File: src/rtl/scio_pkg.sv
`timescale 1ns / 1ps
// ---------------------------------------------------------------------------
// scio_pkg - shared types and constants
// Widths, character codes, reply kinds and item/command structs for the
// serial command decoder with software PWM.
// ---------------------------------------------------------------------------
package scio_pkg;

	// command buffer
	localparam int MAX_CMD_LEN = 20;
	localparam int IDX_W       = $clog2(MAX_CMD_LEN);
	localparam int FILL_W      = $clog2(MAX_CMD_LEN + 1);

	// software PWM
	localparam int PWM_PERIOD = 100;
	localparam int CNT_W      = (PWM_PERIOD > 2) ? $clog2(PWM_PERIOD) : 1;
	localparam int DUTY_W     = 16;
	localparam int PIN_W      = 7;
	localparam int PWM_PIN_A  = 3;
	localparam int PWM_PIN_B  = 5;

	// stream packing
	localparam int IN_TDATA_W  = 16;
	localparam int OUT_TDATA_W = 16;
	localparam int VAL_W       = 9;
	localparam int KIND_W      = 2;

	// characters
	localparam logic [7:0] CH_END     = 8'h24; // '$'
	localparam logic [7:0] CH_ZERO    = 8'h30; // '0'
	localparam logic [7:0] CH_ONE     = 8'h31; // '1'
	localparam logic [7:0] CMD_ANALOG = 8'h61; // 'a'
	localparam logic [7:0] CMD_INPUT  = 8'h69; // 'i'
	localparam logic [7:0] CMD_OUTPUT = 8'h6F; // 'o'
	localparam logic [7:0] CMD_LEVEL  = 8'h6C; // 'l'

	// decimal weights of the duty digits
	localparam logic signed [DUTY_W-1:0] DEC_HUNDRED = 16'sd100;
	localparam logic signed [DUTY_W-1:0] DEC_TEN     = 16'sd10;

	// reply kinds
	localparam logic [KIND_W-1:0] KIND_NONE    = 2'd0;
	localparam logic [KIND_W-1:0] KIND_ANALOG  = 2'd1;
	localparam logic [KIND_W-1:0] KIND_INPUT   = 2'd2;
	localparam logic [KIND_W-1:0] KIND_DISCARD = 2'd3;

	typedef struct packed {
		logic       op;         // 1 = timer tick
		logic [7:0] rx_byte;
		logic [2:0] digital_in;
	} item_t;

	typedef struct packed {
		logic [KIND_W-1:0]        kind;
		logic signed [VAL_W-1:0]  value;
		logic                     latch_we;
		logic [2:0]               latch_bit;
		logic                     latch_val;
		logic                     duty_a_we;
		logic                     duty_b_we;
		logic signed [DUTY_W-1:0] level;
	} cmd_t;

	// character as digit: byte minus '0', fits signed 9 bits
	function automatic logic signed [VAL_W-1:0] digit(input logic [7:0] ch);
		digit = $signed({1'b0, ch}) - $signed({1'b0, CH_ZERO});
	endfunction

	function automatic logic signed [DUTY_W-1:0] widen(input logic signed [VAL_W-1:0] d);
		widen = $signed({{(DUTY_W - VAL_W){d[VAL_W-1]}}, d});
	endfunction

endpackage

File: src/rtl/scio_cmd.sv
`timescale 1ns / 1ps
// ---------------------------------------------------------------------------
// scio_cmd - command buffer and decoder
// Stores received bytes at the fill position and decodes the command on '$'.
// ---------------------------------------------------------------------------
module scio_cmd (
	input  logic           clk,
	input  logic           arst_n,
	input  logic           advance,
	input  scio_pkg::item_t item,
	output scio_pkg::cmd_t  cmd
);

	logic [7:0]                  cbuf_q [scio_pkg::MAX_CMD_LEN];
	logic [scio_pkg::FILL_W-1:0] fill_q;
	logic [scio_pkg::FILL_W-1:0] fill_inc;
	logic [scio_pkg::FILL_W-1:0] fill_d;
	logic [scio_pkg::IDX_W-1:0]  fill_idx;
	logic                        fill_wrap;
	logic                        is_end;
	logic [7:0]                  eff [5];
	logic signed [scio_pkg::VAL_W-1:0] n;

	assign fill_idx  = fill_q[scio_pkg::IDX_W-1:0];
	assign fill_inc  = fill_q + 1'b1;
	assign fill_wrap = (fill_inc == scio_pkg::FILL_W'(scio_pkg::MAX_CMD_LEN));
	assign is_end    = (item.rx_byte == scio_pkg::CH_END);
	assign fill_d    = (is_end || fill_wrap) ? '0 : fill_inc;

	// decode sees the buffer with this byte already written
	always_comb begin
		for (int k = 0; k < 5; k++) begin
			eff[k] = (fill_idx == scio_pkg::IDX_W'(k)) ? item.rx_byte : cbuf_q[k];
		end
	end

	assign n = scio_pkg::digit(eff[1]);

	always_comb begin
		cmd           = '0;
		cmd.kind      = scio_pkg::KIND_NONE;
		cmd.latch_bit = n[2:0];
		cmd.latch_val = (eff[2] == scio_pkg::CH_ONE);
		cmd.level     = scio_pkg::widen(scio_pkg::digit(eff[2])) * scio_pkg::DEC_HUNDRED
		              + scio_pkg::widen(scio_pkg::digit(eff[3])) * scio_pkg::DEC_TEN
		              + scio_pkg::widen(scio_pkg::digit(eff[4]));
		if (!item.op) begin
			if (is_end) begin
				unique case (eff[0])
					scio_pkg::CMD_ANALOG: begin
						cmd.kind  = scio_pkg::KIND_ANALOG;
						cmd.value = n;
					end
					scio_pkg::CMD_INPUT: begin
						cmd.kind = scio_pkg::KIND_INPUT;
						if (n >= 9'sd0 && n <= 9'sd2) begin
							case (n[1:0])
								2'd0:    cmd.value = {8'd0, item.digital_in[0]};
								2'd1:    cmd.value = {8'd0, item.digital_in[1]};
								default: cmd.value = {8'd0, item.digital_in[2]};
							endcase
						end
					end
					scio_pkg::CMD_OUTPUT: begin
						cmd.latch_we = (n >= 9'sd0 && n <= 9'sd6);
					end
					scio_pkg::CMD_LEVEL: begin
						cmd.duty_a_we = (n == 9'sd3);
						cmd.duty_b_we = (n == 9'sd5);
					end
					default: ;
				endcase
			end else if (fill_wrap) begin
				cmd.kind = scio_pkg::KIND_DISCARD;
			end
		end
	end

	always_ff @(posedge clk or negedge arst_n) begin
		if (!arst_n) begin
			fill_q <= '0;
			for (int k = 0; k < scio_pkg::MAX_CMD_LEN; k++) begin
				cbuf_q[k] <= '0;
			end
		end else if (advance && !item.op) begin
			fill_q           <= fill_d;
			cbuf_q[fill_idx] <= item.rx_byte;
		end
	end

endmodule

File: src/rtl/scio_pwm.sv
`timescale 1ns / 1ps
// ---------------------------------------------------------------------------
// scio_pwm - output latches and software PWM
// Holds the seven latches, the PWM counter and the two duty values.
// ---------------------------------------------------------------------------
module scio_pwm (
	input  logic                         clk,
	input  logic                         arst_n,
	input  logic                         advance,
	input  logic                         tick,
	input  scio_pkg::cmd_t               cmd,
	output logic [scio_pkg::PIN_W-1:0]   latch_next
);

	logic [scio_pkg::CNT_W-1:0]         count_q;
	logic [scio_pkg::CNT_W:0]           cnt_inc;
	logic [scio_pkg::CNT_W-1:0]         cnt_next;
	logic                               wrap;
	logic signed [scio_pkg::DUTY_W-1:0] cnt_s;
	logic signed [scio_pkg::DUTY_W-1:0] duty_a_q;
	logic signed [scio_pkg::DUTY_W-1:0] duty_b_q;
	logic [scio_pkg::PIN_W-1:0]         latch_q;

	assign cnt_inc  = {1'b0, count_q} + 1'b1;
	assign wrap     = (cnt_inc >= (scio_pkg::CNT_W + 1)'(scio_pkg::PWM_PERIOD));
	assign cnt_next = wrap ? '0 : cnt_inc[scio_pkg::CNT_W-1:0];
	assign cnt_s    = $signed({{(scio_pkg::DUTY_W - scio_pkg::CNT_W){1'b0}}, cnt_next});

	always_comb begin
		latch_next = latch_q;
		if (tick) begin
			if (wrap) begin
				latch_next[scio_pkg::PWM_PIN_A] = 1'b1;
				latch_next[scio_pkg::PWM_PIN_B] = 1'b1;
			end
			if (duty_a_q <= cnt_s) latch_next[scio_pkg::PWM_PIN_A] = 1'b0;
			if (duty_b_q <= cnt_s) latch_next[scio_pkg::PWM_PIN_B] = 1'b0;
		end else if (cmd.latch_we) begin
			latch_next[cmd.latch_bit] = cmd.latch_val;
		end
	end

	always_ff @(posedge clk or negedge arst_n) begin
		if (!arst_n) begin
			count_q  <= '0;
			duty_a_q <= '0;
			duty_b_q <= '0;
			latch_q  <= '0;
		end else if (advance) begin
			latch_q <= latch_next;
			if (tick) count_q <= cnt_next;
			if (!tick && cmd.duty_a_we) duty_a_q <= cmd.level;
			if (!tick && cmd.duty_b_we) duty_b_q <= cmd.level;
		end
	end

endmodule

File: src/rtl/serial_command_io_with_pwm.sv
`timescale 1ns / 1ps
// ---------------------------------------------------------------------------
// serial_command_io_with_pwm - serial command decoder with software PWM
// Takes received bytes and timer ticks; drives seven output latches and
// returns analog-read requests, digital input values and discard notices.
// ---------------------------------------------------------------------------
//
//  channel  dir  tdata                                 tuser
//  s_axis   in   [7:0] rx_byte, [10:8] digital_in      [0] op (1 = tick)
//  m_axis   out  [6:0] output_pins, [15:7] reply_value [1:0] reply_kind
//
// One result item per input item, one item per cycle while m_axis_tready holds.
// An item passes the input register, then decode/PWM logic into the
// result register; all state updates as an item leaves the input register.
// Reset clears decoder and PWM state, the 20-byte command buffer included.
// A stalled result holds the result register; the input register still
// takes one more item, then tready drops until the result moves on.
//
module serial_command_io_with_pwm (
	input  logic                               clk,
	input  logic                               arst_n,
	input  logic                               s_axis_tvalid,
	output logic                               s_axis_tready,
	input  logic [scio_pkg::IN_TDATA_W-1:0]    s_axis_tdata,  // rx_byte, digital_in
	input  logic [0:0]                         s_axis_tuser,  // op
	output logic                               m_axis_tvalid,
	input  logic                               m_axis_tready,
	output logic [scio_pkg::OUT_TDATA_W-1:0]   m_axis_tdata,  // output_pins, reply_value
	output logic [scio_pkg::KIND_W-1:0]        m_axis_tuser   // reply_kind
);

	scio_pkg::item_t item_s1;
	logic            valid_s1;
	logic            out_free;
	logic            advance;
	logic            in_accept;
	scio_pkg::cmd_t  cmd;
	logic [scio_pkg::PIN_W-1:0]         latch_next;

	logic                               valid_s2;
	logic [scio_pkg::PIN_W-1:0]         pins_s2;
	logic [scio_pkg::KIND_W-1:0]        kind_s2;
	logic signed [scio_pkg::VAL_W-1:0]  value_s2;

	// handshake: result register frees the input register
	assign out_free      = !valid_s2 || m_axis_tready;
	assign advance       = valid_s1 && out_free;
	assign s_axis_tready = !valid_s1 || out_free;
	assign in_accept     = s_axis_tvalid && s_axis_tready;

	// input register
	always_ff @(posedge clk or negedge arst_n) begin
		if (!arst_n) begin
			valid_s1 <= 1'b0;
		end else if (in_accept) begin
			valid_s1 <= 1'b1;
		end else if (advance) begin
			valid_s1 <= 1'b0;
		end
	end

	always_ff @(posedge clk) begin
		if (in_accept) begin
			item_s1.op         <= s_axis_tuser[0];
			item_s1.rx_byte    <= s_axis_tdata[7:0];
			item_s1.digital_in <= s_axis_tdata[10:8];
		end
	end

	scio_cmd u_cmd (
		.clk     (clk),
		.arst_n  (arst_n),
		.advance (advance),
		.item    (item_s1),
		.cmd     (cmd)
	);

	scio_pwm u_pwm (
		.clk        (clk),
		.arst_n     (arst_n),
		.advance    (advance),
		.tick       (item_s1.op),
		.cmd        (cmd),
		.latch_next (latch_next)
	);

	// result register
	always_ff @(posedge clk or negedge arst_n) begin
		if (!arst_n) begin
			valid_s2 <= 1'b0;
		end else if (advance) begin
			valid_s2 <= 1'b1;
		end else if (m_axis_tready) begin
			valid_s2 <= 1'b0;
		end
	end

	always_ff @(posedge clk) begin
		if (advance) begin
			pins_s2  <= latch_next;
			kind_s2  <= cmd.kind;
			value_s2 <= cmd.value;
		end
	end

	assign m_axis_tvalid = valid_s2;
	assign m_axis_tdata  = {value_s2, pins_s2};
	assign m_axis_tuser  = kind_s2;

`ifndef SYNTHESIS
	// an accepted item is held in the input register next cycle
	a_accept_loads: assert property (@(posedge clk) disable iff (!arst_n)
		in_accept |=> valid_s1)
		else $error("accepted item not held in input register");

	// an item waiting on a full result register keeps its payload
	a_s1_hold: assert property (@(posedge clk) disable iff (!arst_n)
		valid_s1 && !out_free |=> valid_s1 && $stable(item_s1))
		else $error("input register lost its item while stalled");

	// no reply value with kinds none and discard
	a_value_zero: assert property (@(posedge clk) disable iff (!arst_n)
		valid_s2 && (kind_s2 == scio_pkg::KIND_NONE || kind_s2 == scio_pkg::KIND_DISCARD)
		|-> value_s2 == '0)
		else $error("nonzero reply value without a reply");

	// a moving item always produces a result next cycle
	a_result_follows: assert property (@(posedge clk) disable iff (!arst_n)
		advance |=> valid_s2)
		else $error("result missing after item left input register");
`endif

endmodule

File: config.mk
export PLATFORM = sky130hd
export DESIGN_NAME = serial_command_io_with_pwm
export DESIGN_NICKNAME = d
export VERILOG_FILES = /design/src/rtl/scio_pkg.sv /design/src/rtl/scio_cmd.sv /design/src/rtl/scio_pwm.sv /design/src/rtl/serial_command_io_with_pwm.sv
export SDC_FILE = /design/constraint.sdc
export NUM_CORES = 1
export LEC_CHECK = 0
export ABC_AREA = 1
export BUFFER_PORTS_ARGS = -buffer_cell sky130_fd_sc_hd__buf_2
export CAP_MARGIN = 20
export CORE_MARGIN = 1.5
export CORE_UTILIZATION = 35
export DETAILED_ROUTE_END_ITERATION = 10
export GPL_TIMING_DRIVEN = 0
export SYNTH_ARGS = -nofsm -noshare
export SYNTH_HDL_FRONTEND = slang
export SYNTH_HIERARCHICAL = 1
export SYNTH_SLANG_ARGS = --single-unit
File: constraint.sdc
create_clock -name clk -period 7.85 [get_ports clk]
set_clock_uncertainty 0.2 [all_clocks]
set_input_delay 1.57 -clock clk [delete_from_list [all_inputs] [get_ports clk]]
set_output_delay 1.57 -clock clk [all_outputs]
set_load 0.05 [all_outputs]
After elaboration in Yosys (flattened, before gate mapping) --
Cells that the tools add are included.
Word-level totals: input bits 21, register bits 243, output and inout bits 20
Operators by class: add/subtract/negate cells 8, bitwise operators 2, reduce and logical (&&, ||, !) cells 23, magnitude comparators 10, equality and inequality tests 14, mux-type cells 38, multipliers 2
Operators by type and width (count):
- $bwmux W160 | 1
- $mux W8 | 6
- $demux W8 S5 | 1
- $sub A8 B6 Y9 const B | 4
- $eq A8 B7 Y1 const B | 4
- $le A16 B8 Y1 | 2
- $pmux W11 S2 | 1
- $mux W1 | 17
- $add A16 B16 Y16 | 1
- $add A16 B9 Y16 | 1
- $eq A8 B6 Y1 const B | 2
- $mul A9 B6 Y14 const B | 1
- $mux W7 | 2
- $mul A9 B4 Y13 const B | 1
- $eq A5 B2 Y1 const B | 2
- $mux W2 | 5
- $eq A9 B3 Y1 const B | 1
- $eq A9 B4 Y1 const B | 1
- $ge A9 B1 Y1 const B | 1
- $le A9 B3 Y1 const B | 1
- $le A9 B4 Y1 const B | 1
- $logic_and A1 B1 Y1 | 9
- $add A7 B1 Y8 const B | 1
- $ge A8 B7 Y1 const B | 1
- 23 further kinds | 30

Depth between registers and ports, before layout --
Gate-level depths: netlist of the first run.
depth after elaboration 10, mapped depth 32, depth with buffers taken out 31

Hierarchy --
Netlist of the first run, hierarchy kept.
Modules (own cells, without submodules):
- scio_cmd | instances 1, cells each 688, area each 5041.1 µm²
- scio_pwm | instances 1, cells each 322, area each 2501.1 µm²
- serial_command_io_with_pwm | instances 1, cells each 42, area each 996.0 µm²

Worst setup path before layout of the first run --
Ideal clock, no wire load.
path type register to register, start point register u_cmd.fill_q (netlist bit u_cmd/fill_idx[0]), end point register u_pwm/duty_a_q[14] in the netlist's numbering, cell stages (with the launch flop) 30, buffers on the path 0, arrival 5.290 ns, slack 2.277 ns, data required time 7.567 ns, period minus slack after synthesis 5.573 ns, cells stage by stage dfrtp_1 -> inv_1 -> ha_1 -> nand3_4 -> o21ai_1 -> inv_1 -> ha_1 -> inv_1 -> nand3_1 -> nand2_1 -> ha_1 -> inv_1 -> fa_1 -> inv_1 -> ha_1 -> ha_1 -> a21oi_1 -> inv_1 -> a31oi_1 -> xor2_1 -> fa_1 -> inv_1 -> ha_1 -> inv_1 -> nor3_1 -> nand3_1 -> nand4_1 -> xor2_1 -> inv_1 -> o21ai_0
RTL lines:
- start, declared | RTL line scio_cmd.sv:15 | logic [scio_pkg::FILL_W-1:0] fill_q;
- start signal, assigned | RTL line scio_cmd.sv:86 | fill_q <= fill_d;
- end signal, assigned | RTL line scio_pwm.sv:52 | if (!tick && cmd.duty_a_we) duty_a_q <= cmd.level;
- end, declared | RTL line scio_pwm.sv:20 | logic signed [scio_pkg::DUTY_W-1:0] duty_a_q;

==> flow_summary_export.csv, run 1 <==
group,metric,value,unit
logic_synthesis,synth_top_family_by_area,"simple AND/OR/NAND/NOR gates",
critical_path,r2r-end,"u_pwm/duty_a_q[14]$_DFFE_PN0P_",
logic_synthesis,synth_seq_cells,123,
clock_tree,h-tree-depth,4,
placed_design,gp_congestion,0.819,
logic_synthesis,postSynth.asyncResetShare,75.6,%
sta,hold_viol,0,
hold_path,hold_depth,2,
sta,post-route-min-period,6.33,ns
logic_synthesis,ys_warn_count,6,
routing,vias,6827,
critical_path,critPathMostFrequentCell,"inv_1",
critical_path,path_max_fanout,10,
layout,final_cells,1441,
placed_design,dp_hpwl,14500,um
floorplan,core_area,0.0237,mm2
logic_synthesis,synth_nets,1173,
logic_synthesis,synth_xor_area_share,3.47,%
clock_tree,cts_resized,0,
critical_path,arrival,6.46,ns
logic_synthesis,netlist.area_leader.share,27.3,%
layout,n_antenna_cell,0,
sta,period_share,80.6,%
logic_synthesis,synth_area_per_cell,8.12,um2
critical_path,cp_slowest_cell,"o21ai_0",
clock_tree,cts.hold.buffers_added,0,
logic_synthesis,synth_common_cells,"nand2_1 (248), inv_1 (159), o21ai_0 (101)",
sta,report.final.setup_viol,0,
layout,syn2layout_area_growth,14.7,%
logic_synthesis,synth_top_area_cell,"dfrtp_1",
critical_path,crit_end,"u_pwm/duty_a_q[14]$_DFFE_PN0P_",
floorplan,dieWidth,159,um
layout,drive_gt1_share,10.9,%
clock_tree,clk_latency,0.42,ns
clock_tree,cts_tree,"built",
layout,nFillCells,2427,
sta,worst_slack,1.52,ns
placed_design,port-buffer-count,35,
logic_synthesis,post-synth-top-count-cell,"nand2_1",
grt,track_usage,15.6,%
floorplan,die_h,159,um
routing,wl_per_cell,13.2,um
clock_tree,cts_root_buf,"clkbuf_16",
logic_synthesis,synthAdderAreaFrac,16.4,%
critical_path,r2r_slack,1.52,ns
sta,final.setup.tns,0,ns
grt,overflow,0,
routing,routed_wl,19000,um
routing,via_per_inst,4.74,
grt,grt_pass1_vias,6648,
logic_synthesis,ys_types,40,
critical_path,reg2reg_from,"u_cmd/fill_idx[0]$_DFFE_PN0P_",
logic_synthesis,synth.area.mux_share,0.586,%
critical_path,critPathKind,"flop to flop",
sta,rsz0062_at_grt,"no",
routing,drt_iter0_drc,358,
logic_synthesis,synth_compound_area_share,11.2,%
logic_synthesis,synthFlopType,"dfrtp_1",
routing,ant_nets,0,
clock_tree,cts_sinks,123,
clock_tree,clk_path_buf_depth,2,
sta,fmax,0.158,GHz
sta,finalMaxSlewViolations,0,
sta,worst_slew_margin_rel,51.3,%
critical_path,crit_start,"u_cmd/fill_idx[0]$_DFFE_PN0P_",
floorplan,fp-row-count,56,
layout,finalNetCount,1230,
sta,worst_slew_pin_slew,0.723,ns
grt,grt_start_max_net_pins,65,
critical_path,critPathLaunchType,"flop",
logic_synthesis,ys_seq_area_share,37.8,%
run,drv_cap,0,
critical_path,cp-end-kind,"flop",
grt,grt_pass1_wl,32300,um
placed_design,place_worst_setup_slack,1.57,ns
clock_tree,cts_buffers,17,
logic_synthesis,synth_edf_count,30,
status,status,"finished clean",
critical_path,worstRegToRegCells,28,
clock_tree,post_cts_buffers,0,
logic_synthesis,synthSimpleGateAreaFrac,22.2,%
logic_synthesis,synth.top_cells.by_area,"dfrtp_1 (27%), ha_1 (12%), nand2_1 (11%)",
critical_path,critPathRequiredTime,7.98,ns
logic_synthesis,syn_area,0.00854,mm2
critical_path,cp_slowest_stage_delay,0.57,ns
floorplan,pin_count,41,
routing,drc,0,
floorplan,start_util,36.1,%
placed_design,dp_cells,1409,
logic_synthesis,synthCells,1052,
clock_tree,clkSlewWorstSetupHoldPaths,0.06,ns
routing,firstDrtPassIters,5,
floorplan,die_area,0.0253,mm2
grt,antenna_found_initial,0,
hold_path,hp-class,"flop to flop",
[worst max-delay path: cells and delay by family (launching register included)]
kind,cells,cell delay [ns]
xor+xnor,2,0.33
buf+inv,9,0.78
simple gates,6,0.95
fa+ha+maj,8,2.74
flops,1,0.40
compound gates,3,0.83
[metal layers]
metal	up-vias	GRT usage, %	wire length, um
li1	3518	-	-
met1	3179	21.4	9350
met2	114	25.7	8770
met3	16	2.71	653
met4	0	3.52	175
met5	-	0	0
[cell usage in the layout (no fill, tap or decap), types with 30 or more instances in the layout]
cell | netlist | final
nand3_1 | 53 | 53
a21oi_1 | 47 | 46
o21ai_0 | 101 | 101
ha_1 | 80 | 80
dfrtp_1 | 93 | 93
nand2_1 | 248 | 248
edfxtp_1 | 30 | 30
inv_1 | 159 | 159
buf_2 | 3 | 37
nor2_1 | 75 | 75
[cells by family (layout without fill, tap and decap cells)]
logic type,Yosys count,in the layout
buf+inv,183,253
flops,123,123
xor+xnor,33,33
mux,5,5
simple gates,432,432
fa+ha+maj,100,100
compound gates,176,176
[stage by stage]
step / hold slack (ns) / area [um2] / util, %
6_report: 0.285 / 9790 / 41.3
3_3_place_gp: 0.265 / 9110 / 38.5
2_1_floorplan: 0.246 / 8540 / -
4_1_cts: 0.287 / 9790 / 41.3
3_5_place_dp: 0.269 / 9170 / 38.7
5_1_grt: 0.300 / 9790 / 41.3
[final cells by class]
cell class | count | area (um2) | share of cell area [%]
buffer | 19 | 97.6 | 0.997
sequential | 123 | 3230 | 33.0
tap | 319 | 399 | 4.08
clock inverter | 15 | 198 | 2.02
multi-input combinational | 746 | 4600 | 47.0
clock buffer | 17 | 425 | 4.34
timing repair buffer | 38 | 228 | 2.33
inverter | 164 | 616 | 6.29
[worst min-delay path by stage]
| stage | startpoint | end | slack [ns] |
|---|---|---|---|
| finish | u_cmd/cbuf_q[131]$_DFFE_PN0P_ | u_cmd/cbuf_q[131]$_DFFE_PN0P_ | 0.28 |
| floorplan | u_cmd/cbuf_q[132]$_DFFE_PN0P_ | u_cmd/cbuf_q[132]$_DFFE_PN0P_ | 0.25 |
| global route | u_cmd/cbuf_q[121]$_DFFE_PN0P_ | u_cmd/cbuf_q[121]$_DFFE_PN0P_ | 0.30 |
| CTS | u_pwm/latch_q[3]$_DFFE_PN0P_ | u_pwm/latch_q[3]$_DFFE_PN0P_ | 0.29 |
| detailed placement | u_pwm/latch_q[3]$_DFFE_PN0P_ | u_pwm/latch_q[3]$_DFFE_PN0P_ | 0.27 |
| global placement | u_cmd/cbuf_q[132]$_DFFE_PN0P_ | u_cmd/cbuf_q[132]$_DFFE_PN0P_ | 0.26 |
[state kept, by name, summed over array words and instances, names as in the netlist]
signal	cells
u_cmd/cbuf_q	40
u_pwm/duty_a_q	16
u_pwm/duty_b_q	16
item_s1	12
value_s2	9
pins_s2	7
u_pwm/count_q	7
u_pwm/latch_q	7
u_cmd/fill_idx	5
m_axis_tuser	2
m_axis_tvalid	1
valid_s1	1
Power of run 1 is not shown: default switching activity piles up to over one toggle a cycle in this logic, so the estimate is an artifact.
==> run 2, diff against run 1 <==
==> constraint.sdc (replaced) <==
create_clock -name clk -period 5.29 [get_ports clk]
set_clock_uncertainty 0.2 [all_clocks]
set_input_delay 1.058 -clock clk [delete_from_list [all_inputs] [get_ports clk]]
set_output_delay 1.058 -clock clk [all_outputs]
set_load 0.05 [all_outputs]
==> flow_summary_export.csv, run 2 (synthesis results as in run 1) <==
group,metric,value,unit
routing,vias,7139,
layout,biggestRegsByFlops,"u_cmd/cbuf_q x40, u_pwm/duty_a_q x16, u_pwm/duty_b_q x16",
clock_tree,clk_latency,0.42,ns
critical_path,critPathRequiredTime,5.43,ns
critical_path,critPathLaunchType,"flop",
layout,syn2layout_area_growth,24.4,%
sta,hold_viol,0,
clock_tree,cts_root_buf,"clkbuf_16",
sta,post-route-min-period,5.28,ns
routing,drt_iter0_drc,566,
hold_path,hp-class,"flop to flop",
floorplan,start_util,36.1,%
sta,final.setup.tns,0,ns
routing,drc,0,
layout,finalNetCount,1271,
sta,worst_slew_margin_rel,59.3,%
layout,n_antenna_cell,0,
placed_design,port-buffer-count,35,
placed_design,dp_hpwl,14300,um
critical_path,arrival,5.42,ns
placed_design,gp_congestion,0.849,
clock_tree,cts_sinks,123,
routing,via_per_inst,4.82,
sta,rsz0062_at_grt,"yes",
sta,finalMaxSlewViolations,0,
grt,grt_pass1_vias,6787,
floorplan,die_area,0.0253,mm2
grt,antenna_found_initial,0,
run,drv_cap,0,
sta,fmax,0.189,GHz
critical_path,cp-end-kind,"flop",
floorplan,dieWidth,159,um
layout,final_common_cell,"nand2_1",
clock_tree,clkSlewWorstSetupHoldPaths,0.06,ns
status,status,"finished clean",
floorplan,fp-row-count,56,
routing,ant_nets,0,
grt,track_usage,15.8,%
sta,worst_slew_pin_slew,0.610,ns
routing,wl_per_cell,13.4,um
placed_design,dp_cells,1409,
clock_tree,h-tree-depth,4,
clock_tree,cts_tree,"built",
layout,final_cells,1482,
floorplan,pin_count,41,
grt,overflow,0,
sta,report.final.setup_viol,0,
grt,grt_start_max_net_pins,53,
routing,firstDrtPassIters,6,
layout,final_cell_mix,"nand2_1 (238), inv_1 (144), dfrtp_1 (91)",
sta,period_share,99.8,%
layout,largest_reg_flops,40,
sta,hold_slack,0.284,ns
layout,regMostFlops,"u_cmd/cbuf_q",
clock_tree,cts_buffers,17,
critical_path,critPathKind,"flop to flop",
floorplan,die_h,159,um
clock_tree,clk_path_buf_depth,2,
critical_path,cp_slowest_stage_delay,0.50,ns
grt,grt_pass1_wl,32900,um
routing,routed_wl,19900,um
layout,nFillCells,2313,
floorplan,core_area,0.0237,mm2
layout,drive_gt1_share,20.7,%
critical_path,path_max_fanout,5,
critical_path,cp_slowest_cell,"fa_1",
## run 2: changes by cell type in the layout (fill, tap and decap cells not counted), sizes merged
| cell | change |
|---|---|
| clkbuf | +2 |
| bufinv | -1 |
| clkinvlp | +2 |
| clkinv | -3 |
| buf | +41 |
## run 2: routing by layer
layer	up-vias	GRT usage [%]	wire (um)	part of all wire, %
li1	3610	-	-	-
met1	3381	21.6	9570	48
met2	134	25.8	9500	48
met3	14	2.63	686	3.4
met4	0	4.55	173	0.87
met5	-	0	0	0
## run 2: path summary, 6_finish.rpt
check	end	startpoint	cells past startpoint	slack, ns
max	u_pwm/duty_a_q[14]$_DFFE_PN0P_	u_cmd/fill_idx[0]$_DFFE_PN0P_	28	0.01
min	u_pwm/duty_a_q[9]$_DFFE_PN0P_	u_pwm/duty_a_q[9]$_DFFE_PN0P_	2	0.28
max reg2reg	u_pwm/duty_a_q[14]$_DFFE_PN0P_	u_cmd/fill_idx[0]$_DFFE_PN0P_	28	0.01
min reg2reg	u_pwm/duty_a_q[9]$_DFFE_PN0P_	u_pwm/duty_a_q[9]$_DFFE_PN0P_	2	0.28
max in group asynchronous	u_cmd/fill_idx[2]$_DFFE_PN0P_	arst_n	2	3.76
min in group asynchronous	u_pwm/duty_a_q[11]$_DFFE_PN0P_	arst_n	1	0.44
## run 2: what timing repair did
item	CTS	global route
setup endpoints to repair	14	12
pin swaps	35	48
hold buffers	0	0
gates resized for setup	58	45
setup buffers	18	22
gates cloned	1	0
## run 2: per-stage QoR
step | util (%) | worst slack (ns) | area [um2]
finish | 44.8 | 0.0119 | 10600
global route | 44.8 | -0.280 | 10600
CTS | 43.4 | -0.00292 | 10300
detailed placement | 39.0 | -0.605 | 9230
global placement | 38.7 | -0.616 | 9160
floorplan | - | 0.0141 | 8590
## run 2: layout make-up
type	instances	area (um2)	area share [%]
plain buffers	19	98.8	0.931
clock buffers	19	475	4.48
clock inverters	13	161	1.52
inverters	164	626	5.89
multi-input cells	746	5060	47.6
flip-flops and latches	123	3230	30.4
well taps	319	399	3.76
repair buffers	79	572	5.38
## run 2: worst max-delay path, delay by kind of cell, from the launching register on
kind | cells | cell delay, ns
xor+xnor | 2 | 0.33
fa+ha+maj | 7 | 2.24
compound gates | 3 | 0.40
buf+inv | 8 | 0.58
flops | 1 | 0.39
simple gates | 8 | 1.07
Power of run 2 is left out for the same reason.
==> run 3, diff against run 2 <==
--- a/config.mk
+++ b/config.mk
@@ -12,7 +12,8 @@
 export CORE_UTILIZATION = 35
 export DETAILED_ROUTE_END_ITERATION = 10
 export GPL_TIMING_DRIVEN = 0
+export SLEW_MARGIN = 20
 export SYNTH_ARGS = -nofsm -noshare
 export SYNTH_HDL_FRONTEND = slang
-export SYNTH_HIERARCHICAL = 1
 export SYNTH_SLANG_ARGS = --single-unit
+export TNS_END_PERCENT = 100
==> flow_summary_export.csv, run 3 <==
group,metric,value,unit
layout,regMostFlops,"u_cmd.cbuf_q",
critical_path,arrival,5.52,ns
logic_synthesis,syn_area,0.00828,mm2
critical_path,worstRegToRegCells,26,
hold_path,hold_depth,2,
layout,final_common_cell,"nand2_1",
status,status,"finished, violations left",
hold_path,min-delay-start,"u_pwm.latch_q[2]$_DFFE_PN0P_",
logic_synthesis,synth_edf_count,30,
floorplan,core_area,0.0233,mm2
sta,hold_slack,0.282,ns
clock_tree,cts.hold.buffers_added,0,
sta,worst_slack,-0.0668,ns
sta,final.setup.tns,-0.118,ns
floorplan,fp-row-count,56,
clock_tree,h-tree-depth,4,
logic_synthesis,postSynth.asyncResetShare,75.6,%
critical_path,critPathKind,"flop to flop",
logic_synthesis,netlist.area_leader.share,28.1,%
floorplan,pin_count,41,
sta,hold_viol,0,
sta,worst_slew_pin_slew,0.876,ns
logic_synthesis,synth_seq_cells,123,
sta,rsz0062_at_grt,"yes",
logic_synthesis,synth_top_area_cell,"dfrtp_1",
clock_tree,cts_sinks,123,
grt,overflow,0,
clock_tree,cts_root_buf,"clkbuf_16",
logic_synthesis,synth_area_per_cell,8.48,um2
critical_path,critPathRequiredTime,5.45,ns
logic_synthesis,synth.top_cells.by_area,"dfrtp_1 (28%), ha_1 (12%), edfxtp_1 (11%)",
logic_synthesis,synth_nets,1100,
hold_path,hp-class,"flop to flop",
floorplan,die_area,0.0246,mm2
sta,worst_slew_margin_rel,41.5,%
grt,grt_start_max_net_pins,61,
layout,final_cell_mix,"nand2_1 (204), inv_1 (116), dfrtp_1 (88)",
critical_path,reg2reg_from,"u_cmd.fill_idx[0]$_DFFE_PN0P_",
run,drv_cap,0,
clock_tree,cts_buffers,17,
routing,ant_nets,0,
placed_design,gp_congestion,0.798,
logic_synthesis,ys_types,45,
status,violations,"negative setup slack",
critical_path,r2r_slack,-0.07,ns
critical_path,r2r-end,"u_pwm.duty_b_q[15]$_DFFE_PN0P_",
hold_path,hold_end,"u_pwm.latch_q[2]$_DFFE_PN0P_",
floorplan,start_util,35.5,%
layout,nFillCells,2206,
logic_synthesis,synthCells,976,
floorplan,die_h,157,um
grt,track_usage,16.4,%
layout,n_antenna_cell,0,
logic_synthesis,ys_seq_area_share,39.0,%
routing,drt_iter0_drc,350,
routing,firstDrtPassIters,5,
sta,finalMaxSlewViolations,0,
layout,final_cells,1414,
placed_design,dp_cells,1331,
floorplan,dieWidth,157,um
routing,via_per_inst,4.80,
routing,wl_per_cell,13.7,um
sta,fmax,0.187,GHz
critical_path,critPathLaunchType,"flop",
critical_path,path_max_fanout,6,
routing,drc,0,
sta,post-route-min-period,5.36,ns
critical_path,crit_start,"u_cmd.fill_idx[0]$_DFFE_PN0P_",
clock_tree,clk_latency,0.42,ns
routing,vias,6787,
routing,routed_wl,19400,um
critical_path,cp-end-kind,"flop",
logic_synthesis,synthFlopType,"dfrtp_1",
layout,syn2layout_area_growth,27.2,%
grt,grt_pass1_wl,31600,um
placed_design,port-buffer-count,35,
clock_tree,clkSlewWorstSetupHoldPaths,0.06,ns
logic_synthesis,synth_common_cells,"nand2_1 (207), inv_1 (131), dfrtp_1 (93)",
clock_tree,clk_path_buf_depth,2,
sta,report.final.setup_viol,2,
layout,fin_util,45.1,%
layout,drive_gt1_share,23.3,%
placed_design,dp_hpwl,13600,um
sta,period_share,101,%
grt,antenna_found_initial,0,
logic_synthesis,post-synth-top-count-cell,"nand2_1",
grt,grt_pass1_vias,6594,
clock_tree,cts_tree,"built",
layout,finalNetCount,1206,
logic_synthesis,ys_warn_count,0,
layout,largest_reg_flops,40,
layout,biggestRegsByFlops,"u_cmd.cbuf_q x40, u_pwm.duty_a_q x16, u_pwm.duty_b_q x16",
==> run 3: layer usage <==
layer,track usage [%],routed length (um),up-vias
li1,-,-,3419
met1,22.0,9160,3233
met2,26.7,9170,110
met3,3.07,685,25
met4,5.22,332,0
met5,0,0,-
==> run 3: critical path: stages (launching register included) <==
cell and delay, ns:
dfrtp_2 0.42, inv_2 0.08, ha_4 0.14, nand3_4 0.16, nand2_1 0.16, o21ai_4 0.10, ha_4 0.20, xor2_4 0.24
ha_4 0.24, fa_1 0.58, ha_4 0.22, ha_4 0.27, inv_2 0.04, nor2_2 0.12, nor2_4 0.06, xor2_2 0.15
fa_1 0.50, inv_2 0.05, ha_4 0.23, a21o_1 0.16, a31oi_1 0.19, nand3_2 0.12, a21o_1 0.18, a21oi_2 0.16
xor2_2 0.20, nand2_1 0.08, nand2_1 0.06
==> run 3: worst max-delay path by stage <==
stage                                          end  slack [ns]  cells after the start
global route        u_pwm.duty_b_q[15]$_DFFE_PN0P_       -0.33                     28
detailed placement  u_pwm.duty_b_q[15]$_DFFE_PN0P_       -0.74                     26
floorplan           u_pwm.duty_b_q[15]$_DFFE_PN0P_        0.01                     27
finish              u_pwm.duty_b_q[15]$_DFFE_PN0P_       -0.07                     26
global placement    u_pwm.duty_b_q[15]$_DFFE_PN0P_       -0.74                     26
CTS                 u_pwm.duty_b_q[15]$_DFFE_PN0P_       -0.16                     29
==> run 3: area by class of cell <==
type / instances / area (um2) / share of cell area (%)
Clock inverter: 8 / 90.1 / 0.855
Inverter: 137 / 520 / 4.94
Sequential cell: 123 / 3230 / 30.7
Timing Repair Buffer: 86 / 598 / 5.68
Buffer: 21 / 135 / 1.28
Tap cell: 319 / 399 / 3.79
Clock buffer: 24 / 493 / 4.68
Multi-Input combinational cell: 696 / 5060 / 48.1
==> run 3: cells by family after synthesis <==
logic type | Yosys count | share of synthesized area [%]
AO/OA/AOI/OAI | 172 | 11.4
XOR/XNOR | 45 | 4.76
AND/OR/NAND/NOR | 372 | 19.5
buffers and inverters | 158 | 7.48
multiplexers | 3 | 0.408
adder cells (fa/ha/maj) | 103 | 17.5
flip-flops | 123 | 39.0
==> run 3: through the flow <==
step           setup WS [ns]  instance area (um2)
4_1_cts               -0.162                10300
5_1_grt               -0.326                10500
3_5_place_dp          -0.744                 8950
3_3_place_gp          -0.739                 8920
2_1_floorplan         0.0111                 8350
6_report             -0.0668                10500
==> run 3: timing repair <==
action	CTS	global route
setup buffers	43	6
gates cloned	2	0
endpoints found under the setup margin	14	12
gates resized for setup	85	42
pin swaps	51	31
Power of run 3 is left out for the same reason.
